## src/hdl/srbp_pkg.sv

```systemverilog
`default_nettype none
package srbp_pkg;

  // Low part width limit and the code tail (one separator zero plus the low bits).
  localparam int LOW_W  = 32;
  localparam int TAIL_W = LOW_W + 1;

  // Outcome of one merge step of the shared bit-merge unit.
  typedef struct packed {
    logic       done;     // open byte filled
    logic       last;     // no further byte for this request
    logic [7:0] data;     // completed byte value
    logic [7:0] partial;  // open byte after the step
    logic [2:0] pos;      // next free bit after the step
  } srbp_emit_t;

endpackage
`default_nettype wire

```

## src/hdl/srbp_map.sv

```systemverilog
`default_nettype none
module srbp_map import srbp_pkg::*; #(
  parameter int MAX_ONES = 255,
  parameter int ONES_W   = 8,
  parameter int REM_W    = 9
) (
  input  wire logic signed [31:0]     coefficient,
  input  wire logic        [4:0]      log2_sigma,
  output logic                        too_long,
  output logic             [ONES_W-1:0] ones,
  output logic             [REM_W-1:0]  rem,
  output logic             [TAIL_W-1:0] tail
);

  logic        [5:0]  k;
  logic        [32:0] low_mask;
  logic        [31:0] low;
  logic signed [33:0] biased;
  logic signed [33:0] z1;
  logic signed [34:0] dbl;
  logic signed [34:0] ones_full;

  always_comb begin
    k        = {1'b0, log2_sigma} + 6'd1;
    low_mask = ~({33{1'b1}} << k);
    low      = coefficient & low_mask[31:0];
    // Round-half-up split: z = z1 * 2^k + z0 with z0 centred.
    biased   = {{2{coefficient[31]}}, coefficient} + (34'sd1 <<< (k - 6'd1));
    z1       = biased >>> k;
    dbl      = {z1[33], z1} <<< 1;
    ones_full = (z1 <= 34'sd0) ? -dbl : dbl - 35'sd1;
    too_long = ones_full > 35'sd0 + 35'(MAX_ONES);
    ones     = ONES_W'(ones_full);
    rem      = REM_W'(ones) + REM_W'(k) + REM_W'(1);
    tail     = {low, 1'b0};
  end

endmodule
`default_nettype wire

```

## src/hdl/srbp_merge.sv

```systemverilog
`default_nettype none
module srbp_merge import srbp_pkg::*; #(
  parameter int ONES_W = 8,
  parameter int REM_W  = 9
) (
  input  wire logic [7:0]        partial,
  input  wire logic [2:0]        pos,
  input  wire logic [ONES_W-1:0] ones,
  input  wire logic [TAIL_W-1:0] tail,
  input  wire logic [REM_W-1:0]  rem,
  output srbp_emit_t             emit,
  output logic [ONES_W-1:0]      ones_nxt,
  output logic [TAIL_W-1:0]      tail_nxt,
  output logic [REM_W-1:0]       rem_nxt
);

  logic [8:0] ones9;
  logic [3:0] space;
  logic       rem_ge;
  logic [3:0] c;
  logic [7:0] chunk;
  logic [7:0] mask;
  logic [7:0] bits;
  logic [7:0] merged;
  logic [3:0] take;

  always_comb begin
    ones9  = 9'(ones);
    space  = 4'd8 - {1'b0, pos};
    rem_ge = rem >= REM_W'(space);
    c      = rem_ge ? space : rem[3:0];
    // Next eight code bits: the pending ones, then the tail.
    for (int i = 0; i < 8; i++) begin
      if (ones9 > 9'(i)) chunk[i] = 1'b1;
      else               chunk[i] = tail[3'(i) - ones9[2:0]];
    end
    mask   = 8'hFF >> (4'd8 - c);
    bits   = (chunk & mask) << pos;
    merged = partial | bits;

    emit.done    = rem_ge;
    emit.data    = merged;
    emit.last    = rem_ge && ((rem - REM_W'(c)) < REM_W'(8));
    emit.partial = rem_ge ? 8'h00 : merged;
    emit.pos     = rem_ge ? 3'd0 : pos + c[2:0];

    take = 4'd0;
    if (ones9 >= {5'b0, c}) begin
      ones_nxt = ones - ONES_W'(c);
      tail_nxt = tail;
    end else begin
      take     = c - ones9[3:0];
      ones_nxt = '0;
      tail_nxt = tail >> take;
    end
    rem_nxt = rem - REM_W'(c);
  end

endmodule
`default_nettype wire

```

## src/hdl/signed_rice_bit_packer.sv

```systemverilog
// Signed Rice bit packer. Each encode request (in_tuser = 0) splits the signed
// coefficient into a centred low part of log2_sigma+1 bits and a high part,
// writes the high part as a unary run of ones and a zero, then the low bits LSB
// first, and emits every completed byte on the out channel, LSB written first;
// tlast marks the last byte caused by a request, and an encode that fills no
// byte emits nothing. A finish request (in_tuser = 1) writes a one, zero-pads
// the open byte and emits it. A coefficient whose unary run would exceed
// MAX_ONES writes nothing and emits one byte 0x00 with tuser (too_long) and
// tlast set. A request is accepted and its coefficient mapped; then, unless
// the coefficient is dropped, the shared bit-merge unit runs its steps, each
// filling the open byte by up to eight bits. An encode writes ones +
// log2_sigma + 2 code bits, and the input is not ready until the request is
// done. A stalled output holds the merge unit. Write log2_sigma only while the
// block is idle.
`default_nettype none
module signed_rice_bit_packer import srbp_pkg::*; #(
  parameter int MAX_ONES = 255
) (
  input  wire logic        clk,
  input  wire logic        rst_n,
  // configuration: log2_sigma
  input  wire logic        cfg_valid,
  output logic             cfg_ready,
  input  wire logic [4:0]  cfg_data,
  // request in
  input  wire logic        in_tvalid,
  output logic             in_tready,
  input  wire logic [31:0] in_tdata,   // [31:0] coefficient
  input  wire logic [0:0]  in_tuser,   // [0] req_type
  // packed bytes out
  output logic             out_tvalid,
  input  wire logic        out_tready,
  output logic [7:0]       out_tdata,  // [7:0] out_byte
  output logic             out_tlast,  // last_of_run
  output logic [0:0]       out_tuser   // [0] too_long
);

  localparam int ONES_W = (MAX_ONES < 2) ? 1 : $clog2(MAX_ONES + 1);
  localparam int REM_W  = $clog2(MAX_ONES + 34);

  localparam logic [1:0] ST_IDLE = 2'd0;
  localparam logic [1:0] ST_MAP  = 2'd1;
  localparam logic [1:0] ST_RUN  = 2'd2;

  logic [1:0]        state_r, state_nxt;
  logic              type_r;
  logic [31:0]       coef_r;
  logic [4:0]        log2_r;
  logic [7:0]        partial_r, partial_nxt;
  logic [2:0]        pos_r, pos_nxt;
  logic [ONES_W-1:0] ones_r, ones_nxt;
  logic [TAIL_W-1:0] tail_r, tail_nxt;
  logic [REM_W-1:0]  rem_r, rem_nxt;
  logic              out_valid_r, out_valid_nxt;
  logic [7:0]        out_data_r, out_data_nxt;
  logic              out_last_r, out_last_nxt;
  logic              out_user_r, out_user_nxt;

  logic              map_too_long;
  logic [ONES_W-1:0] map_ones;
  logic [REM_W-1:0]  map_rem;
  logic [TAIL_W-1:0] map_tail;

  srbp_emit_t        step;
  logic [ONES_W-1:0] step_ones;
  logic [TAIL_W-1:0] step_tail;
  logic [REM_W-1:0]  step_rem;

  logic              slot_free;

  srbp_map #(.MAX_ONES(MAX_ONES), .ONES_W(ONES_W), .REM_W(REM_W)) u_map (
    .coefficient (coef_r),
    .log2_sigma  (log2_r),
    .too_long    (map_too_long),
    .ones        (map_ones),
    .rem         (map_rem),
    .tail        (map_tail)
  );

  srbp_merge #(.ONES_W(ONES_W), .REM_W(REM_W)) u_merge (
    .partial  (partial_r),
    .pos      (pos_r),
    .ones     (ones_r),
    .tail     (tail_r),
    .rem      (rem_r),
    .emit     (step),
    .ones_nxt (step_ones),
    .tail_nxt (step_tail),
    .rem_nxt  (step_rem)
  );

  assign cfg_ready  = 1'b1;
  assign in_tready  = (state_r == ST_IDLE);
  assign out_tvalid = out_valid_r;
  assign out_tdata  = out_data_r;
  assign out_tlast  = out_last_r;
  assign out_tuser  = out_user_r;

  // The output register frees up in the same cycle it is taken.
  assign slot_free = !out_valid_r || out_tready;

  always_comb begin
    state_nxt     = state_r;
    partial_nxt   = partial_r;
    pos_nxt       = pos_r;
    ones_nxt      = ones_r;
    tail_nxt      = tail_r;
    rem_nxt       = rem_r;
    out_valid_nxt = out_valid_r && !out_tready;
    out_data_nxt  = out_data_r;
    out_last_nxt  = out_last_r;
    out_user_nxt  = out_user_r;

    unique case (state_r)
      ST_IDLE: begin
        if (in_tvalid) state_nxt = ST_MAP;
      end
      ST_MAP: begin
        if (type_r) begin
          // Finish: one pending one, then zeros up to the byte boundary.
          ones_nxt  = ONES_W'(1);
          tail_nxt  = '0;
          rem_nxt   = REM_W'(4'd8 - {1'b0, pos_r});
          state_nxt = ST_RUN;
        end else if (map_too_long) begin
          // Drop the coefficient; hold the stream state.
          if (slot_free) begin
            out_valid_nxt = 1'b1;
            out_data_nxt  = 8'h00;
            out_last_nxt  = 1'b1;
            out_user_nxt  = 1'b1;
            state_nxt     = ST_IDLE;
          end
        end else begin
          ones_nxt  = map_ones;
          tail_nxt  = map_tail;
          rem_nxt   = map_rem;
          state_nxt = ST_RUN;
        end
      end
      ST_RUN: begin
        // Advance one merge step unless a completed byte has nowhere to go.
        if (slot_free) begin
          partial_nxt = step.partial;
          pos_nxt     = step.pos;
          ones_nxt    = step_ones;
          tail_nxt    = step_tail;
          rem_nxt     = step_rem;
          if (step.done) begin
            out_valid_nxt = 1'b1;
            out_data_nxt  = step.data;
            out_last_nxt  = step.last;
            out_user_nxt  = 1'b0;
          end
          if (step_rem == '0) state_nxt = ST_IDLE;
        end
      end
      default: state_nxt = ST_IDLE;
    endcase
  end

  always_ff @(posedge clk) begin
    if (!rst_n) begin
      state_r     <= ST_IDLE;
      log2_r      <= 5'd0;
      partial_r   <= 8'h00;
      pos_r       <= 3'd0;
      out_valid_r <= 1'b0;
    end else begin
      state_r     <= state_nxt;
      partial_r   <= partial_nxt;
      pos_r       <= pos_nxt;
      out_valid_r <= out_valid_nxt;
      if (cfg_valid && cfg_ready) log2_r <= cfg_data;
    end
  end

  always_ff @(posedge clk) begin
    if (in_tvalid && in_tready) begin
      type_r <= in_tuser[0];
      coef_r <= in_tdata;
    end
    ones_r     <= ones_nxt;
    tail_r     <= tail_nxt;
    rem_r      <= rem_nxt;
    out_data_r <= out_data_nxt;
    out_last_r <= out_last_nxt;
    out_user_r <= out_user_nxt;
  end

endmodule
`default_nettype wire

```

## config.mk

```make
export PLATFORM = sky130hd
export DESIGN_NAME = signed_rice_bit_packer
export DESIGN_NICKNAME = d
export VERILOG_FILES = /design/src/hdl/srbp_pkg.sv /design/src/hdl/srbp_map.sv /design/src/hdl/srbp_merge.sv /design/src/hdl/signed_rice_bit_packer.sv
export SDC_FILE = /design/constraint.sdc
export NUM_CORES = 1
export LEC_CHECK = 0
export ABC_AREA = 0
export BUFFER_PORTS_ARGS = -buffer_cell sky130_fd_sc_hd__buf_2
export CELL_PAD_IN_SITES_DETAIL_PLACEMENT = 1
export CELL_PAD_IN_SITES_GLOBAL_PLACEMENT = 2
export CORE_UTILIZATION = 40
export DETAILED_ROUTE_END_ITERATION = 7
export GPL_TIMING_DRIVEN = 0
export PLACE_DENSITY = 0.85
export SLEW_MARGIN = 25
export SYNTH_ARGS = -nofsm -noshare
export SYNTH_HDL_FRONTEND = slang
export SYNTH_SLANG_ARGS = --single-unit
```

## constraint.sdc

```tcl
create_clock -name clk -period 25.5 [get_ports clk]
set_input_delay 0 -clock clk [delete_from_list [all_inputs] [get_ports clk]]
set_output_delay 0 -clock clk [all_outputs]
set_load 0.02 [all_outputs]
```

==> impl_metrics.json <==
{
  "syn-num-nets": 2025,
  "dp_cells": 2458,
  "die_w_um": 196,
  "finalMaxSlewViolations": 0,
  "ys_ff_latch": 112,
  "place_congestion": 0.970,
  "ys_warn_count": 0,
  "setup_viol": 0,
  "synth.area.mux_share_pct": 8.34,
  "start_util_pct": 40.9,
  "placed_area_um2": 16000,
  "dr.pass1.iters": 7,
  "drt_iter0_drc": 1658,
  "h-tree-depth": 3,
  "period_needed_ns": 14.17,
  "crit_start": "log2_r[0]",
  "antenna_cells_inserted": 0,
  "vias_per_cell": 6.66,
  "synth_xor_xnor_area_share_pct": 4.38,
  "tightestPinTransition_ns": 1.09,
  "start_kind": "register",
  "seq_area_frac_synth_pct": 21.1,
  "ff2ff_setup_slack_ns": 11.33,
  "via_count": 16733,
  "syn_area_per_cell_um2": 7.94,
  "grt.overflow.total": 0,
  "fp-row-count": 70,
  "cp_max_fo": 12,
  "grt_max_degree": 33,
  "core-area_um2": 36900,
  "antenna_found_initial": 0,
  "fp.dieH_um": 196,
  "hold_class": "input pin to register",
  "ys.flop_type": "edfxtp_1",
  "crit_required_ns": 25.49,
  "critical_path_class": "register to register",
  "cp-end-kind": "register",
  "hold_slack_ns": 0.0101,
  "final_cells": 2513,
  "crit_top_cell": "ha_1",
  "r2r_start": "log2_r[0]",
  "fmax_mhz": 70.6,
  "grt_pass1_wl_mm": 104,
  "drive_gt1_share_pct": 10.2,
  "finalWirelength_mm": 68.0,
  "synthCells": 1897,
  "worstSkewPairLatency_ns": 0.37,
  "cts_buffer_depth": 2,
  "ioPinCount": 56,
  "synth_top_family_by_area": "compound AO/OA/AOI/OAI gates",
  "setup_tns_ns": 0,
  "synth-simple-area-share_pct": 24.2,
  "cts_tree": "yes",
  "numCtsBuffers": 9,
  "post_drt_wl_per_cell_um": 27.1,
  "leakage_uw": 0.00628,
  "hold_viol": 0,
  "ant_nets": 0,
  "powerDensity_nw_per_um2": 75.6,
  "grt_usage_pct": 35.1,
  "worstReg2RegEnd": "out_tdata[7]",
  "status": "complete, no violations",
  "grt_pass1_vias": 16949,
  "period_share_pct": 55.6,
  "worstRegToRegCells": 42,
  "crit_slowest_cell": "a21oi_1",
  "async_flop_share_pct": 0,
  "fin_area_um2": 16700,
  "finalNetCount": 2132,
  "synth_compound_area_share_pct": 30.3,
  "synth_edf_count": 93,
  "ys_types": 109,
  "netlist_area_um2": 15100,
  "drc": 0,
  "cp.arrival_ns": 14.15,
  "cp_slowest_stage_delay_ns": 0.81,
  "area_delta_synth_final_pct": 11.1,
  "dpl.hpwl_mm": 54.9,
  "clock_sinks": 112,
  "rsz0062_at_grt": "false",
  "port_buffers": 53,
  "clkTransAtPathRegs_ns": 0.08,
  "ir_drop_mv": 0.0420,
  "relSlewSlack_pct": 27.2,
  "final_core_util_pct": 45.4,
  "die_area_um2": 38500,
  "crit_end": "out_tdata[7]",
  "fin_skew_ns": 0.0161,
  "maxCapViolations": 0,
  "ctsResizeCount": 0,
  "synthAdderAreaFrac_pct": 7.36,
  "root_buffer": "clkbuf_16"
}
==> through the flow <==
| step | worst slack (ns) | total power, uW |
|---|---|---|
| 4_1_cts | 11.86 | 1250 |
| 2_1_floorplan | 15.57 | 836 |
| 5_1_grt | 10.97 | 1330 |
| 3_5_place_dp | 11.90 | 1090 |
| 6_report | 11.33 | 1270 |
| 3_3_place_gp | 10.88 | 1060 |
==> what timing repair did <==
| action | CTS | global route |
|---|---|---|
| endpoints found under the hold margin | 40 | 0 |
| setup buffers | 0 | 0 |
| hold buffers | 39 | 0 |
==> layout by cell type (no fill, tap or decap), types with 22 or more instances in the layout <==
cell           Yosys  final
a211oi_1          39     39
a21o_1            24     24
a21oi_1          119    118
and2_1            56     55
buf_2             26     79
clkbuf_1          70     70
dlygate4sd3_1      0     39
edfxtp_1          93     93
ha_1              79     79
inv_1             46     46
mux2i_1           58     57
mux4_2            25     25
nand2_1          175    175
nand3_1           62     62
nand4_1           36     36
nor2_1           188    188
nor2b_1           25     25
nor3_1            56     56
o211ai_1          35     35
o21a_1            23     23
o21ai_0          125    125
o22ai_1           22     22
xnor2_1           46     46
xor2_1            23     23
==> final cells by class <==
type	instances	area (um2)
fillers	4557	20100
multi-input cells	1621	11300
flip-flops and latches	112	3170
repair buffers	96	713
well taps	504	631
plain buffers	113	468
clock buffers	9	225
inverters	51	191
clock inverters	7	87.6
==> kinds of logic (layout without fill, tap and decap cells) <==
family	after synthesis	count (layout)
simple gates	726	726
compound gates	645	645
other cells	1	1
mux	93	93
fa+ha+maj	85	85
buf+inv	164	276
flops	112	112
xor+xnor	71	71
==> worst max-delay path: cells and delay by family, from the launching register on <==
family / cells / cell delay, ns
and+or+nand+nor: 17 / 4.22
DFF: 1 / 0.38
buffers and inverters: 10 / 3.60
adders and majority gates: 4 / 1.29
AOI/OAI and AO/OA: 11 / 4.28
==> worst min path at each step <==
stage | start | end | slack [ns] | cells after the start
global placement | in_tdata[27] | coef_r[27] | 0.18 | 1
detailed placement | in_tdata[17] | coef_r[17] | 0.18 | 1
finish | out_tready | out_tvalid | 0.01 | 4
CTS | out_tready | out_tvalid | 0.003 | 4
global route | out_tready | out_tvalid | 0.02 | 4
floorplan | in_tdata[0] | coef_r[0] | 0.1 | 0
==> power breakdown <==
| part | internal [uW] | switching, uW |
|---|---|---|
| sequential | 255 | 39.6 |
| combinational | 291 | 526 |
| clock | 78.6 | 76.4 |
| total | 624 | 642 |
==> per-layer routing <==
layer  up-vias  share of wire [%]  GRT usage, %  routed length, um
met1      8340                 43          46.2              29300
met2       710                 46          58.7              31600
met3       146                6.9          4.09               4670
met4         0                3.6          13.7               2480
li1       7537                  -             -                  -
met5         -                  0             0                  0
==> flip-flops by register name, summed over array words and instances, names as in the netlist <==
name	count
pos_r	3
out_tuser	1
out_tlast	1
log2_r	5
type_r	1
partial_r	8
tail_r	33
out_tdata	8
rem_r	9
coef_r	32
out_tvalid	1
state_r	2
ones_r	8
==> cells in the mapped netlist, drive strengths merged (24+ instances only) <==
cell    count  area, um2
inv        49        184
nor2b      25        156
nand4      38        259
o211ai     35        263
nand2     176        663
xor2       24        229
edfxtp     93       2790
clkbuf     70        263
a211oi     46        380
o21ai     138        713
mux2i      58        581
nor3       57        290
a21oi     127        666
xnor2      47        430
nor2      189        717
buf        43        205
ha         79        988
nand3      62        310
and2       58        368
mux4       25        563
a21o       24        180
(Power assumes the default switching activity.)
